[config.mk]
export PLATFORM = sky130hd
export DESIGN_NAME = gost_cfb_cipher_with_mac
export DESIGN_NICKNAME = d
export VERILOG_FILES = /design/src/hw/rtl/gostcfb_pkg.sv /design/src/hw/rtl/gost_cfb_cipher_with_mac.sv /design/src/hw/rtl/gostcfb_round.sv /design/src/hw/rtl/gostcfb_core.sv
export VERILOG_INCLUDE_DIRS = /design/src /design/src/hw/rtl
export SDC_FILE = /design/constraint.sdc
export NUM_CORES = 2
export LEC_CHECK = 0
export BUFFER_PORTS_ARGS = -buffer_cell sky130_fd_sc_hd__buf_2
export CAP_MARGIN = 20
export CELL_PAD_IN_SITES_DETAIL_PLACEMENT = 0
export CELL_PAD_IN_SITES_GLOBAL_PLACEMENT = 1
export CORE_MARGIN = 5
export CORE_UTILIZATION = 43
export DETAILED_ROUTE_END_ITERATION = 8
export GPL_ROUTABILITY_DRIVEN = 0
export PLACE_DENSITY_LB_ADDON = 0.15
export REMOVE_ABC_BUFFERS = 1
export SYNTH_ARGS = -nofsm -noshare
export SYNTH_HDL_FRONTEND = slang
export SYNTH_SLANG_ARGS = --single-unit
[constraint.sdc]
create_clock -name clk -period 6.6 [get_ports clk]
set_input_delay 0.66 -clock clk [delete_from_list [all_inputs] [get_ports clk]]
set_output_delay 0.66 -clock clk [all_outputs]
set_load 0.1 [all_outputs]
[src/hw/rtl/assert_macros.svh]
// assertion macros for the rtl files, included by gostcfb_core
`ifndef ASSERT_MACROS_SVH
`define ASSERT_MACROS_SVH
`ifndef SYNTHESIS
`define GC_ASSERT(label, clk, rst_n, prop) \
  label: assert property (@(posedge clk) disable iff (!rst_n) prop) \
    else $error("assertion failed");
`define GC_ASSERT_NEVER(label, clk, rst_n, expr) \
  label: assert property (@(posedge clk) disable iff (!rst_n) !(expr)) \
    else $error("forbidden condition seen");
`else
`define GC_ASSERT(label, clk, rst_n, prop)
`define GC_ASSERT_NEVER(label, clk, rst_n, expr)
`endif
`endif

[src/hw/rtl/gostcfb_pkg.sv]
// types, constants and round helpers for the gost cfb cipher with mac
package gostcfb_pkg;

  localparam int CFG_IDX_W = 3;

  localparam logic [CFG_IDX_W-1:0] CFG_KEY01   = 3'd0;
  localparam logic [CFG_IDX_W-1:0] CFG_KEY23   = 3'd1;
  localparam logic [CFG_IDX_W-1:0] CFG_KEY45   = 3'd2;
  localparam logic [CFG_IDX_W-1:0] CFG_KEY67   = 3'd3;
  localparam logic [CFG_IDX_W-1:0] CFG_IV      = 3'd4;
  localparam logic [CFG_IDX_W-1:0] CFG_DECRYPT = 3'd5;

  localparam logic [63:0] KEY01_RST = 64'h0000_0002_0000_0001;
  localparam logic [63:0] KEY23_RST = 64'h0000_0004_0000_0003;
  localparam logic [63:0] KEY45_RST = 64'h0000_0006_0000_0005;
  localparam logic [63:0] KEY67_RST = 64'h0000_0008_0000_0007;
  localparam logic [63:0] IV_RST    = 64'h0807_0605_0403_0201;

  localparam int ROT_L = 11;

  localparam logic [3:0] SBOX [8][16] = '{
    '{4'd4, 4'd10, 4'd9, 4'd2, 4'd13, 4'd8, 4'd0, 4'd14,
      4'd6, 4'd11, 4'd1, 4'd12, 4'd7, 4'd15, 4'd5, 4'd3},
    '{4'd14, 4'd11, 4'd4, 4'd12, 4'd6, 4'd13, 4'd15, 4'd10,
      4'd2, 4'd3, 4'd8, 4'd1, 4'd0, 4'd7, 4'd5, 4'd9},
    '{4'd5, 4'd8, 4'd1, 4'd13, 4'd10, 4'd3, 4'd4, 4'd2,
      4'd14, 4'd15, 4'd12, 4'd7, 4'd6, 4'd0, 4'd9, 4'd11},
    '{4'd7, 4'd13, 4'd10, 4'd1, 4'd0, 4'd8, 4'd9, 4'd15,
      4'd14, 4'd4, 4'd6, 4'd12, 4'd11, 4'd2, 4'd5, 4'd3},
    '{4'd6, 4'd12, 4'd7, 4'd1, 4'd5, 4'd15, 4'd13, 4'd8,
      4'd4, 4'd10, 4'd9, 4'd14, 4'd0, 4'd3, 4'd11, 4'd2},
    '{4'd4, 4'd11, 4'd10, 4'd0, 4'd7, 4'd2, 4'd1, 4'd13,
      4'd3, 4'd6, 4'd8, 4'd5, 4'd9, 4'd12, 4'd15, 4'd14},
    '{4'd13, 4'd11, 4'd4, 4'd1, 4'd3, 4'd15, 4'd5, 4'd9,
      4'd0, 4'd10, 4'd14, 4'd7, 4'd6, 4'd8, 4'd2, 4'd12},
    '{4'd1, 4'd15, 4'd13, 4'd0, 4'd5, 4'd7, 4'd10, 4'd4,
      4'd9, 4'd2, 4'd3, 4'd14, 4'd6, 4'd11, 4'd8, 4'd12}
  };

  typedef logic [7:0][31:0] key_sched_t;

  typedef struct packed {
    key_sched_t  keys;
    logic [63:0] iv;
    logic        decrypt;
  } cfg_t;

  typedef struct packed {
    logic [63:0] data_block;
    logic [3:0]  valid_bytes;
    logic        last_block;
  } in_item_t;

  typedef struct packed {
    logic [63:0] result_block;
    logic [3:0]  result_bytes;
    logic [31:0] mac_tag;
    logic        last;
  } out_item_t;

  function automatic logic [31:0] sbox_sub(input logic [31:0] s);
    logic [31:0] r;
    r = '0;
    for (int i = 0; i < 8; i++) begin
      r[4*i +: 4] = SBOX[i][s[4*i +: 4]];
    end
    return r;
  endfunction

  function automatic logic [31:0] rotl11(input logic [31:0] x);
    return {x[31-ROT_L:0], x[31:32-ROT_L]};
  endfunction

  // counts above eight saturate
  function automatic logic [3:0] clip_count(input logic [3:0] c);
    return (c > 4'd8) ? 4'd8 : c;
  endfunction

  function automatic logic [63:0] byte_mask(input logic [3:0] c);
    logic [63:0] m;
    m = '0;
    for (int i = 0; i < 8; i++) begin
      m[8*i +: 8] = (4'(i) < c) ? 8'hFF : 8'h00;
    end
    return m;
  endfunction

endpackage

[src/hw/rtl/gost_cfb_cipher_with_mac.sv]
// top level: configuration registers, cipher core and result register
// Each accepted 64-bit block runs 32 keystream rounds and then 16 MAC rounds through one shared
// GOST round unit, one round per clock; the result is written to the output register as the core
// leaves its finishing state, and only then, with the core idle again, can the next block be
// accepted. in_stall is high for the whole of that work and also while a finished
// result waits for a full output register to drain. Configuration writes are always taken
// (cfg_ready is tied high) and are meant to be made only while the block is idle.
module gost_cfb_cipher_with_mac
  import gostcfb_pkg::*;
(
  input  logic                 clk,
  input  logic                 rst_n,
  input  logic                 in_valid,
  output logic                 in_stall,
  input  in_item_t             in_data,
  output logic                 out_valid,
  input  logic                 out_stall,
  output out_item_t            out_data,
  input  logic                 cfg_valid,
  output logic                 cfg_ready,
  input  logic [CFG_IDX_W-1:0] cfg_index,
  input  logic [63:0]          cfg_data
);

  logic [63:0] key01_r, key23_r, key45_r, key67_r, iv_r;
  logic        dec_r;
  cfg_t        cfg;
  logic        res_valid, res_taken, out_free;
  out_item_t   res_data;
  logic        out_valid_r;
  out_item_t   out_data_r;

  assign cfg_ready = 1'b1;

  always_ff @(posedge clk) begin
    if (!rst_n) begin
      key01_r <= KEY01_RST;
      key23_r <= KEY23_RST;
      key45_r <= KEY45_RST;
      key67_r <= KEY67_RST;
      iv_r    <= IV_RST;
      dec_r   <= 1'b0;
    end else if (cfg_valid && cfg_ready) begin
      case (cfg_index)
        CFG_KEY01:   key01_r <= cfg_data;
        CFG_KEY23:   key23_r <= cfg_data;
        CFG_KEY45:   key45_r <= cfg_data;
        CFG_KEY67:   key67_r <= cfg_data;
        CFG_IV:      iv_r    <= cfg_data;
        CFG_DECRYPT: dec_r   <= cfg_data[0];
        default: begin
        end
      endcase
    end
  end

  always_comb begin
    cfg.keys    = {key67_r, key45_r, key23_r, key01_r};
    cfg.iv      = iv_r;
    cfg.decrypt = dec_r;
  end

  gostcfb_core u_core (
    .clk       (clk),
    .rst_n     (rst_n),
    .cfg       (cfg),
    .in_valid  (in_valid),
    .in_stall  (in_stall),
    .in_data   (in_data),
    .res_valid (res_valid),
    .res_taken (res_taken),
    .res_data  (res_data)
  );

  assign out_free  = !out_valid_r || !out_stall;
  assign res_taken = res_valid && out_free;

  always_ff @(posedge clk) begin
    if (!rst_n) begin
      out_valid_r <= 1'b0;
    end else if (res_taken) begin
      out_valid_r <= 1'b1;
    end else if (!out_stall) begin
      out_valid_r <= 1'b0;
    end
  end

  always_ff @(posedge clk) begin
    if (res_taken) begin
      out_data_r <= res_data;
    end
  end

  assign out_valid = out_valid_r;
  assign out_data  = out_data_r;

endmodule

[src/hw/rtl/gostcfb_round.sv]
// one gost round: key add, s-box substitution, rotate and xor
module gostcfb_round
  import gostcfb_pkg::*;
(
  input  logic [31:0] n1,
  input  logic [31:0] n2,
  input  logic [31:0] key,
  output logic [31:0] t
);

  logic [31:0] sum;

  assign sum = 32'(n1 + key);
  assign t   = n2 ^ rotl11(sbox_sub(sum));

endmodule

[src/hw/rtl/gostcfb_core.sv]
// round sequencer, feedback and mac state around the shared round unit
`include "assert_macros.svh"
module gostcfb_core
  import gostcfb_pkg::*;
(
  input  logic      clk,
  input  logic      rst_n,
  input  cfg_t      cfg,
  input  logic      in_valid,
  output logic      in_stall,
  input  in_item_t  in_data,
  output logic      res_valid,
  input  logic      res_taken,
  output out_item_t res_data
);

  typedef enum logic [3:0] {
    ST_IDLE = 4'b0001,
    ST_CIPH = 4'b0010,
    ST_MAC  = 4'b0100,
    ST_FIN  = 4'b1000
  } state_t;

  state_t      state_r, state_nxt;
  logic [4:0]  rnd_r, rnd_nxt;
  logic [31:0] n1_r, n1_nxt, n2_r, n2_nxt;
  logic [63:0] data_r, data_nxt, mask_r, mask_nxt;
  logic [3:0]  count_r, count_nxt;
  logic        last_r, last_nxt;
  logic [63:0] res_r, res_nxt;
  logic [63:0] fb_r, fb_nxt, mac_r, mac_nxt;
  logic [31:0] tag_r, tag_nxt;

  logic [2:0]  kidx;
  logic [31:0] t;
  logic [63:0] gamma, res_c, plain, mac_in;
  logic [3:0]  cnt_c;
  logic [63:0] msk_c;

  // keys 0..7 three times, then 7..0; mac uses 0..7 twice
  always_comb begin
    if (state_r == ST_CIPH && rnd_r[4] && rnd_r[3]) begin
      kidx = ~rnd_r[2:0];
    end else begin
      kidx = rnd_r[2:0];
    end
  end

  gostcfb_round u_round (
    .n1  (n1_r),
    .n2  (n2_r),
    .key (cfg.keys[kidx]),
    .t   (t)
  );

  assign cnt_c  = clip_count(in_data.valid_bytes);
  assign msk_c  = byte_mask(cnt_c);
  assign gamma  = {t, n1_r};
  assign res_c  = (data_r ^ gamma) & mask_r;
  assign plain  = cfg.decrypt ? res_c : data_r;
  assign mac_in = mac_r ^ plain;

  always_comb begin
    state_nxt = state_r;
    rnd_nxt   = rnd_r;
    n1_nxt    = n1_r;
    n2_nxt    = n2_r;
    data_nxt  = data_r;
    mask_nxt  = mask_r;
    count_nxt = count_r;
    last_nxt  = last_r;
    res_nxt   = res_r;
    fb_nxt    = fb_r;
    mac_nxt   = mac_r;
    tag_nxt   = tag_r;
    case (state_r)
      ST_IDLE: begin
        if (in_valid) begin
          data_nxt  = in_data.data_block & msk_c;
          mask_nxt  = msk_c;
          count_nxt = cnt_c;
          last_nxt  = in_data.last_block;
          n1_nxt    = fb_r[31:0];
          n2_nxt    = fb_r[63:32];
          rnd_nxt   = '0;
          state_nxt = ST_CIPH;
        end
      end
      ST_CIPH: begin
        if (&rnd_r) begin
          // final round: gamma keeps n1 unswapped; store result block, update feedback, load mac state
          res_nxt   = res_c;
          fb_nxt    = last_r ? cfg.iv : (cfg.decrypt ? data_r : res_c);
          n1_nxt    = mac_in[31:0];
          n2_nxt    = mac_in[63:32];
          rnd_nxt   = '0;
          state_nxt = ST_MAC;
        end else begin
          n1_nxt  = t;
          n2_nxt  = n1_r;
          rnd_nxt = 5'(rnd_r + 5'd1);
        end
      end
      ST_MAC: begin
        n1_nxt = t;
        n2_nxt = n1_r;
        if (rnd_r == 5'd15) begin
          tag_nxt   = last_r ? t : '0;
          mac_nxt   = last_r ? '0 : {n1_r, t};
          state_nxt = ST_FIN;
        end else begin
          rnd_nxt = 5'(rnd_r + 5'd1);
        end
      end
      ST_FIN: begin
        if (res_taken) begin
          state_nxt = ST_IDLE;
        end
      end
      default: begin
        state_nxt = ST_IDLE;
      end
    endcase
  end

  always_ff @(posedge clk) begin
    if (!rst_n) begin
      state_r <= ST_IDLE;
      rnd_r   <= '0;
      fb_r    <= IV_RST;
      mac_r   <= '0;
    end else begin
      state_r <= state_nxt;
      rnd_r   <= rnd_nxt;
      fb_r    <= fb_nxt;
      mac_r   <= mac_nxt;
    end
  end

  always_ff @(posedge clk) begin
    n1_r    <= n1_nxt;
    n2_r    <= n2_nxt;
    data_r  <= data_nxt;
    mask_r  <= mask_nxt;
    count_r <= count_nxt;
    last_r  <= last_nxt;
    res_r   <= res_nxt;
    tag_r   <= tag_nxt;
  end

  assign in_stall  = (state_r != ST_IDLE);
  assign res_valid = (state_r == ST_FIN);

  always_comb begin
    res_data.result_block = res_r;
    res_data.result_bytes = count_r;
    res_data.mac_tag      = tag_r;
    res_data.last         = last_r;
  end

  `GC_ASSERT_NEVER(a_mac_rnd_bound, clk, rst_n, (state_r == ST_MAC) && rnd_r[4])
  `GC_ASSERT(a_ciph_to_mac, clk, rst_n, (state_r == ST_CIPH) && (&rnd_r) |=> (state_r == ST_MAC) && (rnd_r == 5'd0))
  `GC_ASSERT(a_fin_release, clk, rst_n, (state_r == ST_FIN) && res_taken |=> (state_r == ST_IDLE))

endmodule
* Word-level counts from Yosys, hierarchy flattened *
Memories as Yosys holds them, arrays and structs flattened.
Index checks and enable logic that the tools add are counted.

storage, ports and cells
  flip-flop bits (word level) = 853
  bits in latches = 0
  bits in writable memories = 0
  memory bits (read-only) = 512
  output and inout bits = 104
  memories = 8

memories
  memory            words  width  rd ports  clocked after memory_dff  write ports  line               RTL
  (name not given)  16     4      1         0                         0            gostcfb_pkg.sv:65  r[4*i +: 4] = SBOX[i][s[4*i +: 4]];
  (name not given)  16     4      1         0                         0            gostcfb_pkg.sv:65
  (name not given)  16     4      1         0                         0            gostcfb_pkg.sv:65
  (name not given)  16     4      1         0                         0            gostcfb_pkg.sv:65
  (name not given)  16     4      1         0                         0            gostcfb_pkg.sv:65
  (name not given)  16     4      1         0                         0            gostcfb_pkg.sv:65
  +2 memories       n/a    n/a    n/a       n/a                       n/a          n/a

operators by class
  add/subtract/negate cells = 2
  multiply operators = 0
  div/mod/pow operators = 0
  $lt $le $gt $ge = 18
  equal/unequal tests = 17
  shifts and indexed selects = 0
  muxes and demuxes = 49
  bitwise logic cells = 14
  reduce and logical (&&, ||, !) cells = 21

operator list
  kind                  number
  $mux W64              4
  $pmux W32 S3          2
  $mux W32              5
  $and A64 B64 Y64      2
  $xor A64 B64 Y64      2
  $bmux W32 S3          1
  $mux W4               21
  $mux W8               8
  $ge A5 B5 Y1 const B  8
  $not A4 Y5            8
  $add A32 B32 Y32      1
  $xor A32 B32 Y32      1
  $reduce_and A2 Y1     9
  $lt A3 B4 Y1 const A  4
  $pmux W4 S4           1
  $mux W5               3
  $pmux W5 S3           1
  $lt A1 B4 Y1 const A  2
  $lt A2 B4 Y1 const A  2
  $eq A3 B2 Y1 const B  2
  $eq A3 B3 Y1 const B  2
  $ne A2 B1 Y1 const B  3
  $ne A2 B2 Y1 const B  3
  $reduce_and A6 Y1     1
  21 further kinds      25

* Longest topological paths before layout *
  depth after elaboration = 18
  mapped depth = 25

* Cells and area by module *
From an unflattened synthesis, not the netlist that was laid out.

second synthesis, totals
  cell total of the unflattened synthesis = 3,865
  area, all modules = 41,203.3 um2

by module, submodules not included
  module                    instances  cells each  area each (um2)  seq. area each (um2)
  gostcfb_core              1          2,208       22,669.2         9,829.4
  gost_cfb_cipher_with_mac  1          1,240       15,060.7         9,479.1
  gostcfb_round             1          417         3,473.3          0.0

* Worst setup path before layout *
OpenSTA, ideal clock, no wires.

  kind = register to register
  start = reg u_core.state_r[3]
  end = reg u_core.fb_r[61]
  library setup time = 115 ps
  data arrival time = 6,609 ps
  data required time = 6,485 ps
  slack = -125 ps
  stages on the path, launching flop included = 25
  path buffers = 2
  clock period less this slack = 6,725 ps
  path through = dfxtp_1 or4b_1 buf_4 nor2_8 xnor2_1 clkbuf_1 mux4_2 mux2_2 ha_1 fa_1 nand3_1 a21oi_1 o41a_1 o21a_1 o311ai_1 inv_1 ha_1 nor2_1 mux2i_1 xor2_1 mux2_2 a221oi_1 nor2_1 a21oi_1 nor2b_1

between the ends
  cells in the longest elaborated chain, start to end = 16
  elaborated cells on any way between the ends = 17
  those cells by class = add/sub: 1; eq/ne: 1; mux: 7; bitwise: 4; reduce/logical: 3; memory: 1

ends and longest elaborated chain
  what                                        line                                    RTL
  start: declaration                          gostcfb_core.sv:24                      state_t state_r, state_nxt;
  start signal: assignment                    gostcfb_core.sv:133                     state_r <= state_nxt;
  $eq A4 B2 Y1 *                              gostcfb_core.sv:42, gostcfb_core.sv:76
  $logic_and A1 B1 Y1 (2 in a row)            gostcfb_core.sv:42                      if (state_r == ST_CIPH && rnd_r[4] && rnd_r[3]) begin
  $mux W3                                     gostcfb_core.sv:42
  $bmux W32 S3                                gostcfb_core.sv:52                      .key (cfg.keys[kidx]),
  $mux W32 (not written as such)              gostcfb_core.sv:52
  $add A32 B32 Y32                            gostcfb_round.sv:13                     assign sum = 32'(n1 + key);
  $not A4 Y5 (not written as such)            gostcfb_pkg.sv:65
  $mem_v2 Z16 W4                              n/a
  $mux W4 (not written as such) (2 in a row)  gostcfb_pkg.sv:65
  $xor A32 B32 Y32                            gostcfb_round.sv:14                     assign t = n2 ^ rotl11(sbox_sub(sum));
  $xor A64 B64 Y64                            gostcfb_core.sv:59                      assign res_c = (data_r ^ gamma) & mask_r;
  $and A64 B64 Y64                            gostcfb_core.sv:59
  $mux W64 (2 in a row)                       gostcfb_core.sv:93                      fb_nxt = last_r ? cfg.iv : (cfg.decrypt ? data_r : res_c);
  end signal: assignment                      gostcfb_core.sv:135                     fb_r <= fb_nxt;
  end: declaration                            gostcfb_core.sv:31                      logic [63:0] fb_r, fb_nxt, mac_r, mac_nxt;

Every way passes the cells marked *; elsewhere a longest branch is shown, timed or not. The select of a mux whose other input is x is not followed.
A chain may end at the register's enable or synchronous reset.

* Worst setup path after layout *
  start = reg u_core.state_r[3]
  end = reg u_core.fb_r[33]

Same word-level chain as after synthesis.

==> qor.csv <==
metric,value,unit
LEAKAGE,0.0162,uW
full die area,0.0951,mm^2
post-synthesis instance total,3866,
first-iteration detailed-routing DRC count,2836,
H-tree depth,3,
number of synthesized flops with an enable pin,337,
Final Critical Period,6.30,ns
Max rail drop VDD,186,uV
Initial Utilization,0.433,
GRT Util Overall,0.257,
Worst-Skew Late Latency,0.66,ns
status,"finished, final reports clean",
layout cell share with drive strength beyond 1,0.166,
register bit total from synthesis,796,
"commonest non-fill, non-tap cell in the layout",nand2_1,
Simple-Gate Fraction of Synth Area,0.169,
class of the worst hold path,in -> reg,
Final nets,4301,
Critical Path Source Type,flop,
Max Cap Viol,0,
Pwr Density,283,mW/mm^2
worst-margin pin slew,1.09,ns
CP endpoint kind,flop,
vias in the first global route,27900,
reg2reg start,u_core.state_r[3]$_SDFFE_PN0P_,
Synth Cell Area,0.0383,mm^2
crit path DAT,6.81,ns
final hold vios,0,
CTS Root Cell,clkbuf_16,
"Distinct cells, synth",85,
Fin Clk Skew,0.0325,ns
DRT antenna net count,0,
adder-cell area share of the yosys netlist,0.0244,
global-route wire length before repair,185000,um
slowest CP cell,or4b_4,
most frequent cells in the layout,"nand2_1 (866), dfxtp_1 (458), edfxtp_1 (337)",
Worst Setup SP,u_core.state_r[3]$_SDFFE_PN0P_,
CTS tree,done,
Pre-Repair DR Iteration Count,8,
Util after Layout,0.501,
RSZ-0062 raised after global routing,no,
Final setup viols,0,
Core Box Area,0.0884,mm^2
worst setup path category,reg -> reg,
TritonCTS buffer count,89,
std cell rows,109,
Max Slew Vio Count,0,
worst-path fanout max,14,
Clock Sinks,796,
sequential fraction of the synthesis area,0.504,
final hold slack,0.191,ns
Die X,308,um
area delta synth->final,15.7,%
main combinational cell family by area after synthesis,simple AND/OR/NAND/NOR gates,
Routed WL per cell,23.6,um
Worst Path Required,7.12,ns
initial antenna violation count,13,
yosys warns,0,
top cell type's share of synthesized area,0.264,
DP Wirelength,82200,um
die extent in y,308,um
mux cell area share after synthesis,0.0691,
total gr overflow,0,
largest net degree at the start of global routing,188,
Buffers on Ports,243,
max incr delay on CP,0.59,ns
complex-gate fraction of the synthesized area,0.152,
"top cells by area, synth","edfxtp_1 (26%), dfxtp_1 (24%), nand2_1 (8.5%)",
Final period util,0.954,
final wirelength,126000,um
DRC violations left,0,
CP Cell Sequence,or4b_4 > nor2_8 > xnor2_4 > buf_12 > mux4_2 > mux2_2 > ha_1 > a21oi_1 > o211ai_1 > a211oi_1 > a21oi_1 > a31oi_1 > xor2_1 > inv_1 > ha_1 > mux2i_1 > a221oi_1 > buf_4 > xor2_1 > buf_4 > nor4b_1 > a211oi_1 > o31ai_1,
cell taking the most area after synthesis,edfxtp_1,
Async SR Flop Fraction,0,
maximum clock frequency,159,MHz
Vias/cell,5.53,
worst rel slew slack,0.272,
syn avg cell area,9.90,um^2
deepest clock path buffer count,3,
hold path start,in_data[0],
Synth Flop Type,dfxtp_1,
vias after detailed routing,29400,
clk slew on worst S/H paths,0.06,ns
xor/xnor cell area share of the yosys netlist,0.0501,
total power,12500,uW
I/O Pins,245,
[area by class of cell]
class	instances	area [um^2]
Fill cell	8303	44100
Sequential cell	796	19300
Multi-Input combinational cell	2759	18000
Clock buffer	118	2440
Timing Repair Buffer	384	2380
Tap cell	1165	1460
Clock inverter	42	438
Inverter	56	213
Antenna cell	7	17.5
[cell usage after synthesis (6+ instances only)]
master and count:
nand2_1 868, o21ai_1 13, nor2_1 122, a221oi_1 35, a22oi_1 39, mux2i_1 60, nand3b_1 9, a21oi_1 174
nand2b_1 14, o211ai_1 25, mux4_2 70, a31oi_1 11, clkbuf_1 241, inv_1 55, nor2b_1 99, o21a_1 13
dfxtp_1 459, a21boi_0 303, a21o_1 14, ha_1 73, o21ai_0 160, xnor2_2 6, mux2_2 39, nand3_1 59
edfxtp_1 337, and3_1 38, o221ai_1 22, xor2_1 85, or3_1 18, nor3_1 24, a211oi_1 16, and2_1 145
buf_1 9, xnor2_1 114
[flip-flops by register name, indices dropped and copies added (netlist names), 64 cells and up]
register / count
iv_r: 64
key01_r: 64
u_core.mac_r: 64
key23_r: 64
u_core.res_r: 64
key67_r: 64
u_core.fb_r: 64
u_core.data_r: 64
key45_r: 64
out_data: 101
[worst paths after layout]
path                                                endpoint  slack (ns)  cells past startpoint
worst max-delay path            u_core.fb_r[33]$_SDFFE_PN0P_        0.30                     23
worst min register to register        out_data[39]$_DFFE_PP_        0.42                      0
worst min-delay path                 u_core.last_r$_DFFE_PP_        0.19                      1
worst max register to register  u_core.fb_r[33]$_SDFFE_PN0P_        0.30                     23
[worst max-delay path, delay by kind of cell (launching register included)]
family,cells,cell delay (ns)
AND/OR/NAND/NOR,3,0.81
flip-flops,1,0.31
buffers and inverters,4,0.76
adder cells (fa/ha/maj),2,0.64
multiplexers,3,0.95
XOR/XNOR,3,0.74
AO/OA/AOI/OAI,8,1.93
[per-stage QoR]
stage          area, um^2  std cells  setup slack (ns)  setup TNS, ns
2_1_floorplan       37300       3611             -5.08        -813.13
3_3_place_gp        41200       5150            0.0830              0
3_5_place_dp        41200       5150            0.0123              0
4_1_cts             44100       5310            0.0765              0
5_1_grt             44300       5320           0.00298              0
6_report            44300       5327             0.304              0
[kinds of logic after synthesis]
kind of cell,count (synthesis)
AOI/OAI and AO/OA,871
xor gates and xnor gates,209
adders and majority gates,74
buffers and inverters,311
DFF,796
muxes,171
other,1
and+or+nand+nor,1433
[where the power goes]
group / switching, uW / internal [uW] / leakage, uW
clock: 2090 / 2870 / 0.00141
sequential: 178 / 5320 / 0.00683
combinational: 1200 / 843 / 0.00793
total: 3470 / 9040 / 0.0162
[repair_timing]
| action | CTS | global route |
|---|---|---|
| buffers inserted | 0 | 10 |
| resized for setup | 3 | 11 |
| hold buffers | 0 | 0 |
| pin swaps | 0 | 6 |
| endpoints found under the setup margin | 2 | 43 |
[routing by layer]
layer,track usage,share of wire,vias up
met5,0,0.00028,-
met2,0.388,0.44,973
met4,0.0655,0.021,4
li1,-,-,14000
met1,0.379,0.46,14400
met3,0.0514,0.076,149
Power figures use the tool's default switching activity.
